File: src/sv/lj_pkg.sv
package lj_pkg;

    localparam int MAX_PARTICLES = 64;
    localparam int IDX_W         = (MAX_PARTICLES > 1) ? $clog2(MAX_PARTICLES) : 1;
    localparam int CNT_W         = $clog2(MAX_PARTICLES + 1);
    localparam int POS_W         = 32;
    localparam int ACC_W         = 48;
    localparam int CFG_W         = 32;
    localparam int PADDR_W       = 4;
    localparam int OUT_IDX_W     = 6;

    // register word indexes (byte address / 4)
    localparam logic [1:0] REG_CUTOFF = 2'd0;
    localparam logic [1:0] REG_SIGMA6 = 2'd1;
    localparam logic [1:0] REG_EPS    = 2'd2;

    typedef enum logic [4:0] {
        ST_LOAD, ST_CLR, ST_PRD, ST_DIFF, ST_MGO, ST_MWAIT, ST_CHK, ST_DGO, ST_DWAIT,
        ST_SIGN, ST_AIRD, ST_AIWR, ST_AJRD, ST_AJWR, ST_NEXT, ST_ORD, ST_OSET, ST_OWAIT
    } state_t;

    typedef enum logic [4:0] {
        OP_IDLE, OP_LOAD, OP_CLR, OP_PRD, OP_DIFF, OP_MUL_GO, OP_MUL_WAIT, OP_DIV_GO,
        OP_DIV_WAIT, OP_SIGN, OP_AI_RD, OP_AI_WR, OP_AJ_RD, OP_AJ_WR, OP_NEXT, OP_ORD,
        OP_OSET, OP_OWAIT
    } dp_op_t;

    typedef enum logic [3:0] {
        MS_SQX, MS_SQY, MS_SQZ, MS_I2, MS_I3, MS_S6, MS_S12, MS_FM, MS_G, MS_EM,
        MS_FX, MS_FY, MS_FZ
    } mstep_t;

    typedef enum logic [1:0] {SH_RAW, SH_24, SH_32} mul_sh_t;

    typedef struct packed {
        dp_op_t op;
        mstep_t mstep;
    } dp_cmd_t;

    typedef struct packed {
        logic mul_done;
        logic div_done;
        logic skip;
        logic clr_last;
        logic n_lt2;
        logic pair_last;
        logic out_last;
        logic out_taken;
    } dp_status_t;

endpackage

File: src/sv/lj_ctrl.sv
module lj_ctrl (
    input  logic               aclk,
    input  logic               aresetn,
    input  logic               s_valid,
    input  logic               s_final_particle,
    input  lj_pkg::dp_status_t status,
    output logic               s_ready,
    output lj_pkg::dp_cmd_t    cmd
);

    lj_pkg::state_t state_reg, state_next;
    lj_pkg::mstep_t mstep_reg, mstep_next;

    always_ff @(posedge aclk) begin
        if (!aresetn) begin
            state_reg <= lj_pkg::ST_LOAD;
            mstep_reg <= lj_pkg::MS_SQX;
        end else begin
            state_reg <= state_next;
            mstep_reg <= mstep_next;
        end
    end

    always_comb begin
        state_next = state_reg;
        mstep_next = mstep_reg;
        unique case (state_reg)
            lj_pkg::ST_LOAD: if (s_valid && s_final_particle) state_next = lj_pkg::ST_CLR;
            lj_pkg::ST_CLR: begin
                if (status.clr_last) begin
                    state_next = status.n_lt2 ? lj_pkg::ST_ORD : lj_pkg::ST_PRD;
                end
            end
            lj_pkg::ST_PRD: state_next = lj_pkg::ST_DIFF;
            lj_pkg::ST_DIFF: begin
                state_next = lj_pkg::ST_MGO;
                mstep_next = lj_pkg::MS_SQX;
            end
            lj_pkg::ST_MGO: state_next = lj_pkg::ST_MWAIT;
            lj_pkg::ST_MWAIT: begin
                if (status.mul_done) begin
                    unique case (mstep_reg)
                        lj_pkg::MS_SQZ: state_next = lj_pkg::ST_CHK;
                        lj_pkg::MS_S12: state_next = lj_pkg::ST_SIGN;
                        lj_pkg::MS_FZ:  state_next = lj_pkg::ST_AIRD;
                        default: begin
                            state_next = lj_pkg::ST_MGO;
                            mstep_next = lj_pkg::mstep_t'(mstep_reg + 4'd1);
                        end
                    endcase
                end
            end
            lj_pkg::ST_CHK: state_next = status.skip ? lj_pkg::ST_NEXT : lj_pkg::ST_DGO;
            lj_pkg::ST_DGO: state_next = lj_pkg::ST_DWAIT;
            lj_pkg::ST_DWAIT: begin
                if (status.div_done) begin
                    state_next = lj_pkg::ST_MGO;
                    mstep_next = lj_pkg::MS_I2;
                end
            end
            lj_pkg::ST_SIGN: begin
                state_next = lj_pkg::ST_MGO;
                mstep_next = lj_pkg::MS_FM;
            end
            lj_pkg::ST_AIRD: state_next = lj_pkg::ST_AIWR;
            lj_pkg::ST_AIWR: state_next = lj_pkg::ST_AJRD;
            lj_pkg::ST_AJRD: state_next = lj_pkg::ST_AJWR;
            lj_pkg::ST_AJWR: state_next = lj_pkg::ST_NEXT;
            lj_pkg::ST_NEXT: state_next = status.pair_last ? lj_pkg::ST_ORD : lj_pkg::ST_PRD;
            lj_pkg::ST_ORD:  state_next = lj_pkg::ST_OSET;
            lj_pkg::ST_OSET: state_next = lj_pkg::ST_OWAIT;
            lj_pkg::ST_OWAIT: begin
                if (status.out_taken) begin
                    state_next = status.out_last ? lj_pkg::ST_LOAD : lj_pkg::ST_ORD;
                end
            end
            default: state_next = lj_pkg::ST_LOAD;
        endcase
    end

    always_comb begin
        s_ready   = 1'b0;
        cmd.mstep = mstep_reg;
        cmd.op    = lj_pkg::OP_IDLE;
        unique case (state_reg)
            lj_pkg::ST_LOAD: begin
                s_ready = 1'b1;
                cmd.op  = s_valid ? lj_pkg::OP_LOAD : lj_pkg::OP_IDLE;
            end
            lj_pkg::ST_CLR:   cmd.op = lj_pkg::OP_CLR;
            lj_pkg::ST_PRD:   cmd.op = lj_pkg::OP_PRD;
            lj_pkg::ST_DIFF:  cmd.op = lj_pkg::OP_DIFF;
            lj_pkg::ST_MGO:   cmd.op = lj_pkg::OP_MUL_GO;
            lj_pkg::ST_MWAIT: cmd.op = lj_pkg::OP_MUL_WAIT;
            lj_pkg::ST_CHK:   cmd.op = lj_pkg::OP_IDLE;
            lj_pkg::ST_DGO:   cmd.op = lj_pkg::OP_DIV_GO;
            lj_pkg::ST_DWAIT: cmd.op = lj_pkg::OP_DIV_WAIT;
            lj_pkg::ST_SIGN:  cmd.op = lj_pkg::OP_SIGN;
            lj_pkg::ST_AIRD:  cmd.op = lj_pkg::OP_AI_RD;
            lj_pkg::ST_AIWR:  cmd.op = lj_pkg::OP_AI_WR;
            lj_pkg::ST_AJRD:  cmd.op = lj_pkg::OP_AJ_RD;
            lj_pkg::ST_AJWR:  cmd.op = lj_pkg::OP_AJ_WR;
            lj_pkg::ST_NEXT:  cmd.op = lj_pkg::OP_NEXT;
            lj_pkg::ST_ORD:   cmd.op = lj_pkg::OP_ORD;
            lj_pkg::ST_OSET:  cmd.op = lj_pkg::OP_OSET;
            lj_pkg::ST_OWAIT: cmd.op = lj_pkg::OP_OWAIT;
            default:          cmd.op = lj_pkg::OP_IDLE;
        endcase
    end

endmodule

File: config.mk
export PLATFORM = sky130hd
export DESIGN_NAME = lj_ctrl
export DESIGN_NICKNAME = d
export VERILOG_FILES = /design/src/sv/lj_pkg.sv /design/src/sv/lj_ctrl.sv
export SDC_FILE = /design/constraint.sdc
export NUM_CORES = 1
export LEC_CHECK = 0
export BUFFER_PORTS_ARGS = -buffer_cell sky130_fd_sc_hd__buf_2
export CORE_MARGIN = 2
export CORE_UTILIZATION = 60
export CTS_BUF_LIST = sky130_fd_sc_hd__clkbuf_8
export DETAILED_ROUTE_END_ITERATION = 10
export PLACE_DENSITY = 0.87
export SLEW_MARGIN = 20
export SYNTH_ARGS = -nofsm -noshare
export SYNTH_HDL_FRONTEND = slang
export SYNTH_SLANG_ARGS = --single-unit
File: constraint.sdc
create_clock -name aclk -period 4.2 [get_ports aclk]
set_input_delay 0.21 -clock aclk [delete_from_list [all_inputs] [get_ports aclk]]
set_output_delay 0.21 -clock aclk [all_outputs]
set_load 0.005 [all_outputs]
Yosys cells after proc, flatten, opt, wreduce, memory -nomap -nowiden
Cells that the tools add are included.

storage, ports and cells
  bits in read-only memories = 0
  memories kept = 0
  bits in writable memories = 0
  bits in registers = 9
  output and inout bits = 10
  bits in latches = 0
  logic and storage cells = 54
  input port bits = 12

operators by class
  divide/modulo/power cells = 0
  multipliers = 0
  reductions and logical operators = 7
  bitwise logic cells = 0
  muxes and demuxes = 18
  equal/unequal tests = 26
  add/subtract/negate cells = 1
  magnitude comparators = 0
  shift operators = 0

operators with widths
  cell                                                              count
  5-bit case mux with 17 select lines                               2
  5-bit by 4-bit == test with 1-bit output (second input constant)  8
  4-bit 2-to-1 mux                                                  7
  5-bit 2-to-1 mux                                                  5
  5-bit by 3-bit == test with 1-bit output (second input constant)  4
  4-bit case mux with 4 select lines                                1
  2-bit != test (second input constant)                             6
  4-bit case mux with 3 select lines                                1
  5-bit by 2-bit == test with 1-bit output (second input constant)  2
  5-bit == test (second input constant)                             2
  5-bit by 1-bit == test with 1-bit output (second input constant)  1
  5-bit zero test                                                   1
  5-bit AND reduction                                               1
  4-bit by 1-bit adder with 4-bit output (second input constant)    1
  4-bit by 2-bit == test with 1-bit output (second input constant)  1
  4-bit by 3-bit == test with 1-bit output (second input constant)  1
  4-bit == test (second input constant)                             1
  4-bit AND reduction                                               1
  4-bit nonzero test                                                1
  3-bit OR reduction                                                1
  1-bit 2-to-1 mux                                                  2
  2-bit OR reduction                                                1
  1-bit logical AND                                                 1

Depth between registers and ports, before layout
Gate-level depths: netlist of run 1.

  depth in word-level cells = 5
  depth in mapped cells = 7

Worst setup path after synthesis of run 1
No wires, ideal clock.

  path type = reg-to-reg
  start point = register state_reg[1]
  end point = register mstep_reg[2]
  required time = 4.085 ns
  setup slack = 2.585 ns
  buffers on the path = 2
  cell stages (with the launch flop) = 7
  arrival = 1.499 ns
  path through = dfxtp_1 > buf_6 > or3_4 > or3_1 > buf_6 > a21oi_2 > o21ai_2

on the way
  word-level cells in the longest chain between the ends = 3
  elaborated cells between the ends (all ways) = 10

ends and longest elaborated chain
  element                                                               RTL line       source
  from (decl)                                                           lj_ctrl.sv:11  lj_pkg::state_t state_reg, state_next;
  from (signal assigned)                                                lj_ctrl.sv:16  state_reg <= lj_pkg::ST_LOAD;
  from (signal assigned)                                                lj_ctrl.sv:19  state_reg <= state_next;
  5-bit by 4-bit == test with 1-bit output (tied with other cells)      lj_ctrl.sv:27  unique case (state_reg)
  4-bit nonzero test (no line) / 2-bit != test (equally long branches)  --
  4-bit AND reduction (no line)                                         --
  to (signal assigned)                                                  lj_ctrl.sv:17  mstep_reg <= lj_pkg::MS_SQX;
  to (signal assigned)                                                  lj_ctrl.sv:20  mstep_reg <= mstep_next;
  to (decl)                                                             lj_ctrl.sv:12  lj_pkg::mstep_t mstep_reg, mstep_next;

Several ways; a longest one is shown, not always the timed one.
A chain may end at the register's enable or synchronous reset.

Worst setup path after layout of run 1
  start point = register state_reg[0]
  end point = register state_reg[2]

on the way
  word-level cells in the longest chain between the ends = 3
  elaborated cells between the ends (all ways) = 26

ends and longest elaborated chain
  element                                                                            RTL line
  5-bit by 4-bit == test with 1-bit output (tied with other cells)                   lj_ctrl.sv:27
  2-bit OR reduction (no line) / 2-bit != test (equally long branches)               --
  5-bit case mux with 17 select lines / 5-bit AND reduction (equally long branches)  --

Several ways; a longest one is shown, not always the timed one.

==> flow_summary_export.csv, run 1 <==
group,metric,value,unit
yosys,synth_cell_types,49,
sta,max-slew-margin-rel,54.1,%
routing,first_pass_iters,4,
sta,worstMarginPinSlew,688,ps
yosys,synthFlopType,"dfxtp_1",
clocking,root_buffer,"clkbuf_8",
sta,max_freq,476,MHz
run,maxCapViolations,0,
finish,areaGrowthSynthToFinish,10.9,%
routing,wl_per_cell,15.0,um
clocking,tritoncts,"built",
power,p_per_area,460,nW/um^2
global_route,grt_pass1_wl,4.26,mm
setup_path,start_kind,"flop",
place,portBuffers,21,
finish,fin_area,1110,um^2
sta,drv_slew,0,
setup_path,worstSetupPathType,"flop to flop",
sta,finClkSkew,2.05,ps
clocking,clk_pin_slew,40,ps
setup_path,cp_max_fo,19,
yosys,avgSynthCellArea,7.13,um^2
setup_path,crit_arrival,2210,ps
sta,rsz0062_at_grt,"false",
clocking,cts_resized,0,
power,p_leak,0.430,nW
routing,vias,1120,
finish,fin_cells,170,
yosys,netlist_instances,140,
yosys,syn-num-nets,155,
hold_path,holdCritPathClass,"input pin to flop",
finish,antenna_cells,0,
finish,final_common_cell,"buf_2",
finish,largest_reg_flops,5,
global_route,grt-ovfl-total,0,
routing,viasPerCell,6.59,
sta,setup_violations,0,
finish,mostFrequentLayoutCells,"21 x buf_2, 12 x nor2_1, 10 x o21ai_0, 10 x a21oi_1, 9 x dfxtp_1",
yosys,synth_warnings,0,
clocking,post_cts_buffers,0,
clocking,numCtsBuffers,3,
sta,final_hold_viol_count,0,
clocking,htree_num_levels,1,
clocking,clk_latency,230,ps
routing,drtAntennaViolNets,0,
setup_path,endpoint_kind,"flop",
floorplanning,io_pins,22,
global_route,grt_pass1_vias,982,
sta,fin_tns_setup,0,ps
power,vdd_drop_max,346,uV
sta,finalCriticalPeriod,2100,ps
place,dpl.hpwl,1.91,mm
yosys,netlist_area,998,um^2
sta,final.period_utilization,50.0,%
finish,num-nets-final,170,
routing,drtIter0Drc,70,
floorplanning,die_y,44.8,um
yosys,synth_seq_cells,9,
global_route,antenna_found_initial,0,
routing,wl,2.54,mm
floorplanning,dieArea,2010,um^2
setup_path,required,4310,ps
floorplanning,rows,14,
place,gp_congestion,0.898,
global_route,grtUsageTotal,28.5,%
floorplanning,die_w,44.8,um
routing,drc,0,
floorplanning,core_area,1540,um^2
clocking,cts_buffer_depth,2,
floorplanning,start_util,64.8,%
place,place_area,1060,um^2
finish,layout-drive-gt1-share,20.8,%
place,placedCellCount,166,
yosys,ys_seq_area_share,18.0,%
yosys,synth-edff-count,0,
clocking,ctsHoldBuffers,0,
yosys,async_flop_share,0,%
clocking,clock_sinks,9,
status,outcome,"finished clean",
global_route,grt_max_degree,23,
-- power breakdown --
part / internal [mW] / switching (mW) / total [mW]
logic: 0.122 / 0.135 / 0.257
registers: 0.100 / 0.0553 / 0.156
clock network: 0.0636 / 0.0335 / 0.0971
total: 0.286 / 0.224 / 0.510
-- cells by family after synthesis --
logic type	synth area share, %
compound gates	33.1
xor+xnor	0.877
fa+ha+maj	3.76
buf+inv	8.77
flops	18.0
mux	1.13
simple gates	34.3
-- worst paths after layout --
kind                              startpoint      endpoint  slack [ps]  cells past startpoint
worst min register to register  mstep_reg[3]  mstep_reg[3]         570                      2
worst max register to register  state_reg[0]  state_reg[2]        2100                      5
worst min-delay path               status[7]  state_reg[2]         250                      2
worst max-delay path            state_reg[0]  state_reg[2]        2100                      5
-- worst max-delay path, cell delays in order, from the launching register on --
cell      delay [ps]
dfxtp_1          650
nor2b_1          440
nand3_2          230
o221ai_1         340
or3_1            220
o32ai_1          100
-- metrics by stage --
step | setup slack, ps | utilization, % | power [mW] | hold WS (ps)
3_3_place_gp | 2300 | 68.9 | 0.403 | 472
6_report | 2100 | 71.8 | 0.510 | 245
3_5_place_dp | 2190 | 68.9 | 0.407 | 475
5_1_grt | 1890 | 71.8 | 0.554 | 257
2_1_floorplan | 2590 | - | 0.347 | 330
4_1_cts | 2150 | 71.8 | 0.507 | 240
-- area by class of cell --
cell class	instances	area, um^2
Multi-Input combinational cell	113	731
Fill cell	130	434
Sequential cell	9	180
Timing Repair Buffer	21	105
Clock buffer	3	41.3
Inverter	7	26.3
Tap cell	16	20.0
Clock inverter	1	3.75
-- routing by layer --
metal / vias up / wire [um] / GRT usage (%)
met5: - / 0 / 0
met4: 0 / 22 / 10.0
met3: 4 / 241 / 7.60
met2: 59 / 1250 / 46.7
met1: 515 / 1030 / 36.1
li1: 542 / - / -
-- Yosys cell counts, types with 2 or more instances --
cell type / number / area share, %
nor2b_1: 6 / 3.8
o211ai_1: 2 / 1.5
nor2_1: 12 / 4.5
o21ai_2: 2 / 1.8
and2_1: 4 / 2.5
o22ai_1: 2 / 1.3
nand4_1: 3 / 1.9
o21a_1: 2 / 1.5
nand2b_1: 8 / 5.0
a31oi_1: 2 / 1.3
inv_1: 7 / 2.6
buf_6: 2 / 2.3
or3_1: 2 / 1.3
ha_1: 3 / 3.8
o21ai_0: 10 / 5.0
buf_2: 4 / 2.0
dfxtp_1: 9 / 18
nand3_1: 7 / 3.5
nand2_1: 7 / 2.6
nor3_1: 5 / 2.5
a21oi_1: 10 / 5.0
clkbuf_1: 4 / 1.5
Power figures use the tool's default switching activity.
==> inputs of run 2 (changes only) <==
--- a/config.mk
+++ b/config.mk
@@ -7,10 +7,10 @@
 export LEC_CHECK = 0
 export BUFFER_PORTS_ARGS = -buffer_cell sky130_fd_sc_hd__buf_2
 export CORE_MARGIN = 2
-export CORE_UTILIZATION = 60
+export CORE_UTILIZATION = 56
 export CTS_BUF_LIST = sky130_fd_sc_hd__clkbuf_8
 export DETAILED_ROUTE_END_ITERATION = 10
-export PLACE_DENSITY = 0.87
+export PLACE_DENSITY = 0.82
 export SLEW_MARGIN = 20
 export SYNTH_ARGS = -nofsm -noshare
 export SYNTH_HDL_FRONTEND = slang
==> constraint.sdc (replaced) <==
create_clock -name aclk -period 1.97 [get_ports aclk]
set_input_delay 0.0985 -clock aclk [delete_from_list [all_inputs] [get_ports aclk]]
set_output_delay 0.0985 -clock aclk [all_outputs]
set_load 0.005 [all_outputs]
==> flow_summary_export.csv, run 2 (synthesized netlist as in run 1, its figures left out) <==
group,metric,value,unit
status,outcome,"finished clean",
clocking,clk_pin_slew,50,ps
floorplanning,dieArea,2140,um^2
clocking,post_cts_buffers,0,
sta,setup_violations,0,
clocking,cts_buffer_depth,2,
routing,drtAntennaViolNets,0,
setup_path,endpoint_kind,"flop",
sta,final.period_utilization,91.8,%
finish,layout-drive-gt1-share,25.2,%
place,place_ws,209,ps
global_route,grt_max_degree,17,
power,p_per_area,990,nW/um^2
sta,max-slew-margin-rel,65.1,%
routing,first_pass_iters,4,
floorplanning,die_y,46.2,um
sta,worstMarginPinSlew,522,ps
sta,max_freq,553,MHz
floorplanning,die_w,46.2,um
floorplanning,rows,15,
place,place_area,1140,um^2
clocking,clock_sinks,9,
sta,finalCriticalPeriod,1810,ps
clocking,clk_latency,240,ps
clocking,numCtsBuffers,3,
power,finalPower,1.17,mW
sta,drv_slew,0,
run,maxCapViolations,0,
routing,vias,1176,
power,p_leak,0.477,nW
routing,drtIter0Drc,59,
routing,wl,2.78,mm
global_route,grt_pass1_wl,4.32,mm
clocking,ctsHoldBuffers,0,
sta,final_hold_viol_count,0,
global_route,grt-ovfl-total,0,
finish,num-nets-final,179,
finish,largest_reg_flops,5,
global_route,grtUsageTotal,28.1,%
finish,fin_area,1190,um^2
finish,mostFrequentLayoutCells,"21 x buf_2, 12 x nor2_1, 10 x o21ai_0, 10 x a21oi_1",
setup_path,crit_arrival,1950,ps
global_route,grt_pass1_vias,1026,
power,vdd_drop_max,501,uV
floorplanning,start_util,58.5,%
finish,final_common_cell,"buf_2",
sta,rsz0062_at_grt,"false",
clocking,tritoncts,"built",
clocking,cts_resized,0,
place,gp_congestion,0.921,
place,portBuffers,21,
sta,fin_tns_setup,0,ps
setup_path,worstSetupPathType,"flop to flop",
floorplanning,core_area,1710,um^2
sta,fin_ws,161,ps
clocking,root_buffer,"clkbuf_8",
hold_path,holdCritPathClass,"input pin to flop",
routing,wl_per_cell,14.8,um
sta,worst_hold_slack,129,ps
floorplanning,io_pins,22,
finish,antenna_cells,0,
routing,viasPerCell,6.26,
finish,areaGrowthSynthToFinish,18.8,%
setup_path,required,2110,ps
place,dpl.hpwl,2.13,mm
setup_path,start_kind,"flop",
clocking,htree_num_levels,1,
sta,finClkSkew,2.44,ps
setup_path,cp_max_fo,16,
routing,drc,0,
global_route,antenna_found_initial,0,
[run 2: cell types whose count changed in the layout (fill, tap and decap cells not counted)]
cell	delta
buf_4	+9
[run 2: critical path, stage by stage (launching register included)]
cell and delay, ps:
dfxtp_1 470, nor3_1 370, nand2b_1 160, o221ai_1 140, or3_1 430, o32ai_1 140
[run 2: layer usage]
layer | track usage, % | wire (um)
met2 | 46.7 | 1310
met3 | 9.02 | 261
met4 | 6.86 | 47
met1 | 34.8 | 1160
met5 | 0 | 0
[run 2: final cells by class]
| cell class | count | area (um^2) |
|---|---|---|
| Clock inverter | 1 | 3.75 |
| Fill cell | 152 | 522 |
| Tap cell | 25 | 31.3 |
| Inverter | 7 | 26.3 |
| Sequential cell | 9 | 180 |
| Timing Repair Buffer | 30 | 173 |
| Clock buffer | 3 | 41.3 |
| Multi-Input combinational cell | 113 | 731 |
[run 2: power breakdown]
group,total (mW),internal [mW],switching (mW)
sequential,0.303,0.214,0.0888
clock,0.215,0.136,0.0784
combinational,0.656,0.312,0.345
total,1.17,0.662,0.512
[run 2: per-stage QoR]
stage / cells / util (%)
floorplan: 140 / -
global placement: 184 / 66.8
detailed placement: 184 / 66.8
CTS: 188 / 69.5
global route: 188 / 69.5
finish: 188 / 69.5
[run 2: path summary, 6_finish.rpt]
path / startpoint / depth (start not counted) / slack (ps) / endpoint
setup / recovery: state_reg[2] / 5 / 160 / state_reg[2]
hold / removal: status[7] / 2 / 130 / state_reg[2]
setup reg to reg: state_reg[2] / 5 / 160 / state_reg[2]
hold reg to reg: mstep_reg[3] / 2 / 570 / mstep_reg[3]
